`src/psf2utp_pkg.sv`:
```
// ----------------------------------------------------------------------------
// psf2utp_pkg
// Shared types, constants and helpers of the PSF2 unicode-table parser.
// ----------------------------------------------------------------------------
package psf2utp_pkg;

  localparam int unsigned GLYPH_INDEX_WIDTH = 16;
  localparam int unsigned GLYPH_BYTES_WIDTH = 13;
  localparam int unsigned CODEPOINT_WIDTH   = 21;
  localparam int unsigned OFFSET_WIDTH      = 28;
  localparam int unsigned PRODUCT_WIDTH     = GLYPH_INDEX_WIDTH + GLYPH_BYTES_WIDTH;

  localparam logic [7:0] SEQ_START_BYTE = 8'hFE;
  localparam logic [7:0] SEPARATOR_BYTE = 8'hFF;

  localparam logic [GLYPH_BYTES_WIDTH-1:0] GLYPH_BYTES_RESET = GLYPH_BYTES_WIDTH'(16);
  localparam logic [GLYPH_INDEX_WIDTH-1:0] GLYPH_INDEX_MAX   = '1;

  // Two-entry queues: one index bit, count holds 0..2.
  localparam int unsigned QUEUE_DEPTH = 2;
  localparam int unsigned QUEUE_IDX_W = $clog2(QUEUE_DEPTH);
  localparam int unsigned QUEUE_CNT_W = $clog2(QUEUE_DEPTH + 1);

  typedef struct packed {
    logic [7:0] table_byte;
    logic       end_of_table;
  } in_item_t;

  typedef struct packed {
    logic                       entry_valid;
    logic [CODEPOINT_WIDTH-1:0] codepoint;
    logic [OFFSET_WIDTH-1:0]    glyph_offset;
    logic                       invalid_seen;
    logic                       sequence_stop;
    logic                       index_saturated;
  } out_item_t;

  // Classified byte handed from the front to the back.
  typedef struct packed {
    logic                         entry_valid;
    logic [CODEPOINT_WIDTH-1:0]   codepoint;
    logic [GLYPH_INDEX_WIDTH-1:0] glyph_num;
    logic                         invalid_seen;
    logic                         sequence_stop;
    logic                         index_saturated;
  } mid_item_t;

  // UTF-8 sequence length from the lead byte, 0 for a bad lead.
  function automatic logic [2:0] lead_length(input logic [7:0] b);
    logic [2:0] len;
    len = 3'd0;
    if (b[7] == 1'b0)            len = 3'd1;
    else if (b[7:5] == 3'b110)   len = 3'd2;
    else if (b[7:4] == 4'b1110)  len = 3'd3;
    else if (b[7:3] == 5'b11110) len = 3'd4;
    return len;
  endfunction

  function automatic logic is_cont(input logic [7:0] b);
    return b[7:6] == 2'b10;
  endfunction

endpackage

```
`src/psf2_unicode_table_parser.sv`:
```
// ----------------------------------------------------------------------------
// psf2_unicode_table_parser
// PSF2 unicode-table parser: one table byte in, one mapping result out.
// ----------------------------------------------------------------------------
// Path: the front classifies each byte into the queue, then the back
//   multiplies it into the result buffer, from which the result is popped.
// Throughput: 1 byte per cycle while full is low, with a single offset multiplier.
// Reset: parser state and both queues clear; glyph_bytes returns to 16.
// The configuration write is always ready.
module psf2_unicode_table_parser (
  input  logic                                      clk_i,
  input  logic                                      rst_ni,
  input  logic                                      cfg_valid_i,
  output logic                                      cfg_ready_o,
  input  logic [psf2utp_pkg::GLYPH_BYTES_WIDTH-1:0] cfg_glyph_bytes_i,
  input  logic                                      push,
  output logic                                      full,
  input  psf2utp_pkg::in_item_t                     in_item_i,
  output logic                                      empty,
  input  logic                                      pop,
  output psf2utp_pkg::out_item_t                    out_item_o
);

  logic                   accept;
  logic                   mid_empty, mid_pop;
  psf2utp_pkg::mid_item_t front_item, mid_item;

  assign cfg_ready_o = 1'b1;
  assign accept      = push && !full;

  psf2utp_front u_front (
    .clk_i    (clk_i),
    .rst_ni   (rst_ni),
    .accept_i (accept),
    .item_i   (in_item_i),
    .item_o   (front_item)
  );

  psf2utp_queue u_queue (
    .clk_i   (clk_i),
    .rst_ni  (rst_ni),
    .push_i  (accept),
    .item_i  (front_item),
    .full_o  (full),
    .pop_i   (mid_pop),
    .item_o  (mid_item),
    .empty_o (mid_empty)
  );

  psf2utp_back u_back (
    .clk_i             (clk_i),
    .rst_ni            (rst_ni),
    .cfg_valid_i       (cfg_valid_i),
    .cfg_glyph_bytes_i (cfg_glyph_bytes_i),
    .mid_empty_i       (mid_empty),
    .mid_item_i        (mid_item),
    .mid_pop_o         (mid_pop),
    .pop_i             (pop),
    .empty_o           (empty),
    .item_o            (out_item_o)
  );

endmodule

```
`src/psf2utp_front.sv`:
```
// ----------------------------------------------------------------------------
// psf2utp_front
// Byte classifier: UTF-8 assembly, glyph index, sticky flags.
// ----------------------------------------------------------------------------
module psf2utp_front (
  input  logic                   clk_i,
  input  logic                   rst_ni,
  input  logic                   accept_i,
  input  psf2utp_pkg::in_item_t  item_i,
  output psf2utp_pkg::mid_item_t item_o
);

  logic [7:0] pb_q [3];
  logic [7:0] pb_d [3];
  logic [1:0] cnt_q, cnt_d;
  logic [psf2utp_pkg::GLYPH_INDEX_WIDTH-1:0] glyph_q, glyph_d;
  logic halted_q, halted_d;
  logic bad_q, bad_d;
  logic full_q, full_d;

  logic [7:0] b;
  logic [7:0] lead;
  logic [2:0] len;
  logic       cont_ok;
  logic [psf2utp_pkg::CODEPOINT_WIDTH-1:0] cp;

  assign b    = item_i.table_byte;
  assign lead = (cnt_q == 2'd0) ? b : pb_q[0];
  assign len  = psf2utp_pkg::lead_length(lead);

  always_comb begin
    cont_ok = 1'b1;
    cp      = '0;
    case (len)
      3'd1: begin
        cp = psf2utp_pkg::CODEPOINT_WIDTH'(b);
      end
      3'd2: begin
        cont_ok = psf2utp_pkg::is_cont(b);
        cp = psf2utp_pkg::CODEPOINT_WIDTH'({pb_q[0][4:0], b[5:0]});
      end
      3'd3: begin
        cont_ok = psf2utp_pkg::is_cont(pb_q[1]) && psf2utp_pkg::is_cont(b);
        cp = psf2utp_pkg::CODEPOINT_WIDTH'({pb_q[0][3:0], pb_q[1][5:0], b[5:0]});
      end
      3'd4: begin
        cont_ok = psf2utp_pkg::is_cont(pb_q[1]) && psf2utp_pkg::is_cont(pb_q[2])
                  && psf2utp_pkg::is_cont(b);
        cp = {pb_q[0][2:0], pb_q[1][5:0], pb_q[2][5:0], b[5:0]};
      end
      default: begin
        cont_ok = 1'b0;
        cp      = '0;
      end
    endcase
  end

  always_comb begin
    pb_d     = pb_q;
    cnt_d    = cnt_q;
    glyph_d  = glyph_q;
    halted_d = halted_q;
    bad_d    = bad_q;
    full_d   = full_q;
    item_o   = '0;

    if (!halted_q) begin
      if (b == psf2utp_pkg::SEQ_START_BYTE) begin
        halted_d = 1'b1;
      end else if (b == psf2utp_pkg::SEPARATOR_BYTE) begin
        if (cnt_q != 2'd0) begin
          bad_d = 1'b1;
        end
        cnt_d = 2'd0;
        if (glyph_q != psf2utp_pkg::GLYPH_INDEX_MAX) begin
          glyph_d = glyph_q + 1'b1;
        end
        if (glyph_d == psf2utp_pkg::GLYPH_INDEX_MAX) begin
          full_d = 1'b1;
        end
      end else if (len == 3'd0) begin
        bad_d = 1'b1;
        cnt_d = 2'd0;
      end else if (len == ({1'b0, cnt_q} + 3'd1)) begin
        // sequence complete
        if (cont_ok) begin
          item_o.entry_valid = 1'b1;
          item_o.codepoint   = cp;
          item_o.glyph_num   = glyph_q;
        end else begin
          bad_d = 1'b1;
        end
        cnt_d = 2'd0;
      end else begin
        case (cnt_q)
          2'd0:    pb_d[0] = b;
          2'd1:    pb_d[1] = b;
          2'd2:    pb_d[2] = b;
          default: pb_d[0] = pb_q[0];
        endcase
        cnt_d = cnt_q + 2'd1;
      end
    end

    item_o.invalid_seen    = bad_d;
    item_o.sequence_stop   = halted_d;
    item_o.index_saturated = full_d;

    if (item_i.end_of_table) begin
      cnt_d    = 2'd0;
      glyph_d  = '0;
      halted_d = 1'b0;
      bad_d    = 1'b0;
      full_d   = 1'b0;
    end
  end

  always_ff @(posedge clk_i or negedge rst_ni) begin
    if (!rst_ni) begin
      cnt_q    <= 2'd0;
      glyph_q  <= '0;
      halted_q <= 1'b0;
      bad_q    <= 1'b0;
      full_q   <= 1'b0;
    end else if (accept_i) begin
      cnt_q    <= cnt_d;
      glyph_q  <= glyph_d;
      halted_q <= halted_d;
      bad_q    <= bad_d;
      full_q   <= full_d;
    end
  end

  always_ff @(posedge clk_i) begin
    if (accept_i) begin
      pb_q <= pb_d;
    end
  end

endmodule

```
`src/psf2utp_queue.sv`:
```
// ----------------------------------------------------------------------------
// psf2utp_queue
// Two-entry queue of classified bytes between the front and the back.
// ----------------------------------------------------------------------------
module psf2utp_queue (
  input  logic                   clk_i,
  input  logic                   rst_ni,
  input  logic                   push_i,
  input  psf2utp_pkg::mid_item_t item_i,
  output logic                   full_o,
  input  logic                   pop_i,
  output psf2utp_pkg::mid_item_t item_o,
  output logic                   empty_o
);

  psf2utp_pkg::mid_item_t mem_q [psf2utp_pkg::QUEUE_DEPTH];
  logic [psf2utp_pkg::QUEUE_IDX_W-1:0] wr_q, wr_d, rd_q, rd_d;
  logic [psf2utp_pkg::QUEUE_CNT_W-1:0] cnt_q, cnt_d;
  logic do_push, do_pop;

  assign full_o  = (cnt_q == psf2utp_pkg::QUEUE_CNT_W'(psf2utp_pkg::QUEUE_DEPTH));
  assign empty_o = (cnt_q == '0);
  assign do_push = push_i && !full_o;
  assign do_pop  = pop_i && !empty_o;
  assign item_o  = mem_q[rd_q];

  always_comb begin
    wr_d  = do_push ? wr_q + 1'b1 : wr_q;
    rd_d  = do_pop  ? rd_q + 1'b1 : rd_q;
    cnt_d = cnt_q;
    if (do_push && !do_pop) begin
      cnt_d = cnt_q + 1'b1;
    end else if (!do_push && do_pop) begin
      cnt_d = cnt_q - 1'b1;
    end
  end

  always_ff @(posedge clk_i or negedge rst_ni) begin
    if (!rst_ni) begin
      wr_q  <= '0;
      rd_q  <= '0;
      cnt_q <= '0;
    end else begin
      wr_q  <= wr_d;
      rd_q  <= rd_d;
      cnt_q <= cnt_d;
    end
  end

  always_ff @(posedge clk_i) begin
    if (do_push) begin
      mem_q[wr_q] <= item_i;
    end
  end

endmodule

```
`src/psf2utp_back.sv`:
```
// ----------------------------------------------------------------------------
// psf2utp_back
// Offset multiply (glyph index times glyph size) and result buffer.
// ----------------------------------------------------------------------------
module psf2utp_back (
  input  logic                                       clk_i,
  input  logic                                       rst_ni,
  input  logic                                       cfg_valid_i,
  input  logic [psf2utp_pkg::GLYPH_BYTES_WIDTH-1:0]  cfg_glyph_bytes_i,
  input  logic                                       mid_empty_i,
  input  psf2utp_pkg::mid_item_t                     mid_item_i,
  output logic                                       mid_pop_o,
  input  logic                                       pop_i,
  output logic                                       empty_o,
  output psf2utp_pkg::out_item_t                     item_o
);

  logic [psf2utp_pkg::GLYPH_BYTES_WIDTH-1:0] glyph_bytes_q;
  logic [psf2utp_pkg::PRODUCT_WIDTH-1:0]     product;
  psf2utp_pkg::out_item_t                    res;

  psf2utp_pkg::out_item_t buf_q [psf2utp_pkg::QUEUE_DEPTH];
  logic [psf2utp_pkg::QUEUE_IDX_W-1:0] wr_q, rd_q;
  logic [psf2utp_pkg::QUEUE_CNT_W-1:0] cnt_q, cnt_d;
  logic buf_full, do_write, do_pop;

  assign product = psf2utp_pkg::PRODUCT_WIDTH'(mid_item_i.glyph_num)
                 * psf2utp_pkg::PRODUCT_WIDTH'(glyph_bytes_q);

  always_comb begin
    res                 = '0;
    res.entry_valid     = mid_item_i.entry_valid;
    res.invalid_seen    = mid_item_i.invalid_seen;
    res.sequence_stop   = mid_item_i.sequence_stop;
    res.index_saturated = mid_item_i.index_saturated;
    if (mid_item_i.entry_valid) begin
      res.codepoint    = mid_item_i.codepoint;
      res.glyph_offset = product[psf2utp_pkg::OFFSET_WIDTH-1:0];
    end
  end

  assign buf_full  = (cnt_q == psf2utp_pkg::QUEUE_CNT_W'(psf2utp_pkg::QUEUE_DEPTH));
  assign empty_o   = (cnt_q == '0);
  assign do_write  = !mid_empty_i && !buf_full;
  assign do_pop    = pop_i && !empty_o;
  assign mid_pop_o = do_write;
  assign item_o    = buf_q[rd_q];

  always_comb begin
    cnt_d = cnt_q;
    if (do_write && !do_pop) begin
      cnt_d = cnt_q + 1'b1;
    end else if (!do_write && do_pop) begin
      cnt_d = cnt_q - 1'b1;
    end
  end

  always_ff @(posedge clk_i or negedge rst_ni) begin
    if (!rst_ni) begin
      glyph_bytes_q <= psf2utp_pkg::GLYPH_BYTES_RESET;
      wr_q          <= '0;
      rd_q          <= '0;
      cnt_q         <= '0;
    end else begin
      if (cfg_valid_i) begin
        glyph_bytes_q <= cfg_glyph_bytes_i;
      end
      if (do_write) begin
        wr_q <= wr_q + 1'b1;
      end
      if (do_pop) begin
        rd_q <= rd_q + 1'b1;
      end
      cnt_q <= cnt_d;
    end
  end

  always_ff @(posedge clk_i) begin
    if (do_write) begin
      buf_q[wr_q] <= res;
    end
  end

endmodule

```
`config.mk`:
```
export PLATFORM = sky130hd
export DESIGN_NAME = psf2_unicode_table_parser
export DESIGN_NICKNAME = d
export VERILOG_FILES = /design/src/psf2utp_pkg.sv /design/src/psf2_unicode_table_parser.sv /design/src/psf2utp_front.sv /design/src/psf2utp_queue.sv /design/src/psf2utp_back.sv
export SDC_FILE = /design/constraint.sdc
export NUM_CORES = 1
export LEC_CHECK = 0
export BUFFER_PORTS_ARGS = -buffer_cell sky130_fd_sc_hd__buf_2
export CAP_MARGIN = 20
export CORE_ASPECT_RATIO = 1.5
export CORE_MARGIN = 2
export CORE_UTILIZATION = 63
export CTS_CLUSTER_SIZE = 16
export DETAILED_ROUTE_END_ITERATION = 10
export PLACE_DENSITY_LB_ADDON = 0.25
export SYNTH_ARGS = -nofsm -noshare
export SYNTH_HDL_FRONTEND = slang
export SYNTH_HIERARCHICAL = 1
export SYNTH_SLANG_ARGS = --single-unit
```
`constraint.sdc`:
```
create_clock -name clk_i -period 6.8 [get_ports clk_i]
set_input_delay 1.36 -clock clk_i [delete_from_list [all_inputs] [get_ports clk_i]]
set_output_delay 1.36 -clock clk_i [all_outputs]
set_load 0.03 [all_outputs]
```
-- After elaboration in Yosys (flattened, before gate mapping)
Memories as Yosys holds them, arrays and structs flattened.
Index checks and enable logic that the tools add are counted.
- word-level logic and storage cells: 142
- bits of input ports: 27
- output and inout port bits: 56
- memories kept: 2
- register bits: 66
- bits in writable memories: 188
- memory list (name ; depth ; bits a word ; rd ports ; clocked after Yosys merged registers in ; wr ports ; line ; RTL):
    u_back.buf_q ; 2 ; 53 ; 1 ; 0 ; 1 ; psf2utp_back.sv:22 ; psf2utp_pkg::out_item_t buf_q [psf2utp_pkg::QUEUE_DEPTH];
    u_queue.mem_q ; 2 ; 41 ; 1 ; 0 ; 1 ; psf2utp_queue.sv:16 ; psf2utp_pkg::mid_item_t mem_q [psf2utp_pkg::QUEUE_DEPTH];
- $mul: 1
- add/subtract/negate cells: 11
- equality and inequality tests: 21
- reductions and logical operators: 34
- bitwise operators: 5
- muxes and demuxes: 52
- operators with widths (cell ; count):
    $mux 38 ; 6
    $mux 16 ; 8
    $pmux 21 s4 ; 1
    $mux 49 ; 1
    $mul 16x13->28 ; 1
    $reduce_and 7->1 ; 3
    $mux 1 ; 20
    $mux 2 ; 10
    $add 16x1->16 const B ; 1
    $eq 16x16->1 const B ; 1
    $eq 8x8->1 const B ; 2
    $ne 16x16->1 const B ; 1
    $eq 2x2->1 const B ; 6
    $logic_and 1x1->1 ; 12
    $mux 3 ; 4
    $logic_not 1->1 ; 8
    $mux 8 ; 1
    $reduce_bool 2->1 ; 4
    $add 2x1->2 const B ; 3
    $eq 3x2->1 const B ; 2
    $eq 3x3->1 const B ; 2
    $logic_not 2->1 ; 3
    $reduce_and 6->1 ; 1
    $eq 5x5->1 const B ; 1
    other kinds (13) ; 22

-- Longest topological paths before layout
- word-level depth: 16
- gate-level depth with buffers: 24
- depth with buffers taken out: 20

-- Cells and area by module
The synthesis kept the hierarchy.
- modules (own cells, without submodules) (module ; times used ; seq. area each (um2) ; area an instance (um2) ; cells an instance):
    psf2utp_back ; 1 ; 3609.7 ; 11667.4 ; 1080
    psf2utp_queue ; 1 ; 2562.5 ; 3358.2 ; 147
    psf2utp_front ; 1 ; 1246.2 ; 3049.2 ; 321
    psf2_unicode_table_parser ; 1 ; 0.0 ; 25.0 ; 3

-- Worst setup path after synthesis
No wires, ideal clock.
- path kind: register to register
- start: register u_queue.rd_q
- end: memory u_back/buf_q[0][30] (netlist name), data pin
- setup slack: 0.963 ns
- clock period less this slack: 5.837 ns
- stages on the path, launching flop included: 24
- setup time: 0.257 ns
- data required time: 6.543 ns
- arrival: 5.580 ns
- buffers on the path: 4
- cell sequence: dfrtp_1 > buf_6 > buf_12 > mux2_4 > clkbuf_1 > and2_1 > fa_1 > inv_1 > fa_1 > inv_1 > fa_1 > fa_1 > inv_1 > fa_1 > inv_1 > ha_1 > clkbuf_1 > and3_1 > a221oi_1 > nand2_1 > a41oi_1 > o211ai_1 > xnor2_1 > nor2_1
- RTL lines (what ; line ; RTL):
    start, declared ; psf2utp_queue.sv:17 ; logic [psf2utp_pkg::QUEUE_IDX_W-1:0] wr_q, wr_d, rd_q, rd_d;
    start signal, assigned ; psf2utp_queue.sv:45 ; rd_q <= rd_d;
    end, declared ; psf2utp_back.sv:22 ;

==> impl_metrics.json <==
{
  "status": "completed",
  "yosys.area.top_type": "edfxtp_1",
  "worstPathRequired_ps": 7070,
  "slew_violations": 0,
  "clock_latency_ps": 550,
  "clock.fmax_mhz": 159,
  "grt_pass1_wl_um": 61400,
  "initialDrtViolationCount": 608,
  "synth_cells": 1551,
  "cp_max_fo": 18,
  "maxUsedRoutingLayer": "met4",
  "nNetsFinal": 1851,
  "critPathKind": "register to register",
  "gp_congestion": 0.893,
  "cts_tree": "done",
  "slew_headroom_pct": 32.1,
  "clock_sinks": 254,
  "synth_common_cells": "inv_1 (230), edfxtp_1 (212), and2_1 (154)",
  "cts_setup_buffers": 0,
  "synth.net_count": 1809,
  "synthArstFlopShare_pct": 16.5,
  "synthFlopType": "edfxtp_1",
  "drv_cap": 0,
  "cts.clk_slew.worst_paths_ps": 60,
  "cts-hold-fix-buffers": 0,
  "synth_top_area_share_pct": 35.2,
  "vias": 11400,
  "antennaDiodeCount": 0,
  "synth_warnings": 6,
  "ys_seq_elements": 254,
  "synth-seq-area-share_pct": 41.0,
  "hold_class": "register to register",
  "wl_met3_um": 1590,
  "startpoint_type": "register",
  "tightestPinTransition_ps": 1020,
  "initial_core_util_pct": 63.4,
  "skew_ps": 17.3,
  "cts_root_buf": "clkbuf_16",
  "wl_met2_um": 20800,
  "wl_met1_um": 13200,
  "synth_area_per_cell_um2": 11.7,
  "post_cts_resized": 0,
  "synth_cell_types": 97,
  "yosysMostFrequentCell": "inv_1",
  "grt_use_total_pct": 26.2,
  "drtAntennaViolNets": 0,
  "layout-drive-gt1-share_pct": 17.4,
  "cp.arrival_ps": 6560,
  "setup_violations": 0,
  "drc_errors": 0,
  "design.core.area_um2": 28500,
  "cts_made_buffers": 24,
  "cts_buffer_depth": 3,
  "area_growth_pct": 7.60,
  "die_area_um2": 30100,
  "grt_pass1_vias": 12100,
  "synth_edf_count": 212,
  "final.setup.tns_ps": 0,
  "io_pins": 83,
  "hold_viol_final": 0,
  "htree_levels": 1,
  "detailed_place_hpwl_um": 28000,
  "numPortBuffers": 81,
  "routed_via_density": 5.82,
  "antenna_found_initial": 0,
  "grt_max_degree": 54,
  "rsz0062_at_grt": "no",
  "firstDrtPassIters": 5,
  "wire_per_inst_um": 19.1,
  "routed_wl_um": 37600,
  "placementRows": 76,
  "fin_crit_sh_pct": 92.5,
  "endpoint_kind": "register",
  "fp.dieW_um": 142,
  "nFillCells": 2113,
  "grt_overflow": 0,
  "period_needed_ps": 6290,
  "netlist_area_um2": 18100,
  "die_h_um": 212,
  "synthTopCellsByArea": "edfxtp_1 (35%), fa_1 (17%), dfrtp_1 (5.7%)"
}
sequential cells by signal (all words and copies together) (netlist names), 2 cells and up:
name	flops
u_queue/mem_q	82
u_back/cnt_q	2
u_back/buf_q	106
u_front/glyph_q	16
u_front/cnt_q	2
u_front/pb_q	24
u_queue/cnt_q	2
u_back/glyph_bytes_q	13
logic make-up after synthesis:
logic type                 Yosys count  synth area share [%]
and+or+nand+nor                    450                  13.5
buffers and inverters              306                  7.05
DFF                                254                  41.0
adders and majority gates          231                  22.3
AOI/OAI and AO/OA                  159                  6.50
muxes                              117                  8.07
xor gates and xnor gates            33                  1.60
other                                1                0.0207
final cells by class:
cell class,instances,area [um2],area share [%]
Sequential cell,254,7420,38.1
Tap cell,351,439,2.26
Clock buffer,30,643,3.30
Clock inverter,14,180,0.925
Multi-Input combinational cell,991,9430,48.4
Timing Repair Buffer,92,500,2.57
Inverter,230,863,4.43
critical path, cell delays in order, from the launching register on:
cell	delay, ps
dfrtp_2	690
mux2_4	420
and2_1	200
fa_1	530
inv_1	50
fa_1	510
fa_1	590
inv_1	70
fa_1	540
inv_1	60
fa_1	520
inv_1	40
ha_1	390
and2_1	210
a221oi_1	360
nand2_1	140
a41oi_1	240
o211ai_1	150
xnor2_1	220
nor2_1	70
placed cells by master (no fill, tap or decap), types with 51 or more instances in the layout:
master and count:
edfxtp_1 212, and2_1 153, inv_1 230, buf_2 81
nor2_1 51, mux2_2 74, fa_1 153, ha_1 78
nand2_1 140
through the flow:
step           util [%]  cells  setup slack (ps)  area (um2)  hold slack (ps)
2_1_floorplan         -   1551               963       18100              455
3_5_place_dp       65.3   1916               498       18600              472
5_1_grt            68.3   1962              99.7       19500              498
3_3_place_gp       65.3   1916               564       18600              463
6_report           68.3   1962               511       19500              488
4_1_cts            68.2   1960               502       19400              480
worst paths after layout:
check / from / endpoint / cells after the start / slack [ps]
worst max register to register: u_queue/rd_q$_DFFE_PN0P_ / u_back/buf_q[1][30]$_DFFE_PP_ / 19 / 510
max in group asynchronous: rst_ni / u_back/glyph_bytes_q[4]$_DFFE_PN1P_ / 2 / 5700
worst min-delay path: u_back/rd_q$_DFFE_PN0P_ / u_back/rd_q$_DFFE_PN0P_ / 1 / 490
min in group asynchronous: rst_ni / u_front/glyph_q[0]$_DFFE_PN0P_ / 1 / 630
worst max-delay path: u_queue/rd_q$_DFFE_PN0P_ / u_back/buf_q[1][30]$_DFFE_PP_ / 19 / 510
worst min register to register: u_back/rd_q$_DFFE_PN0P_ / u_back/rd_q$_DFFE_PN0P_ / 1 / 490
layer usage:
layer  GRT usage, %  vias up
met5              0        -
met1           28.1     5725
met4           13.1        0
met3           3.17      112
met2           49.9      334
li1               -     5252
Power is left out: the tool's default activity adds up to more than one toggle a clock period on the data nets, which glitch-free logic cannot reach.
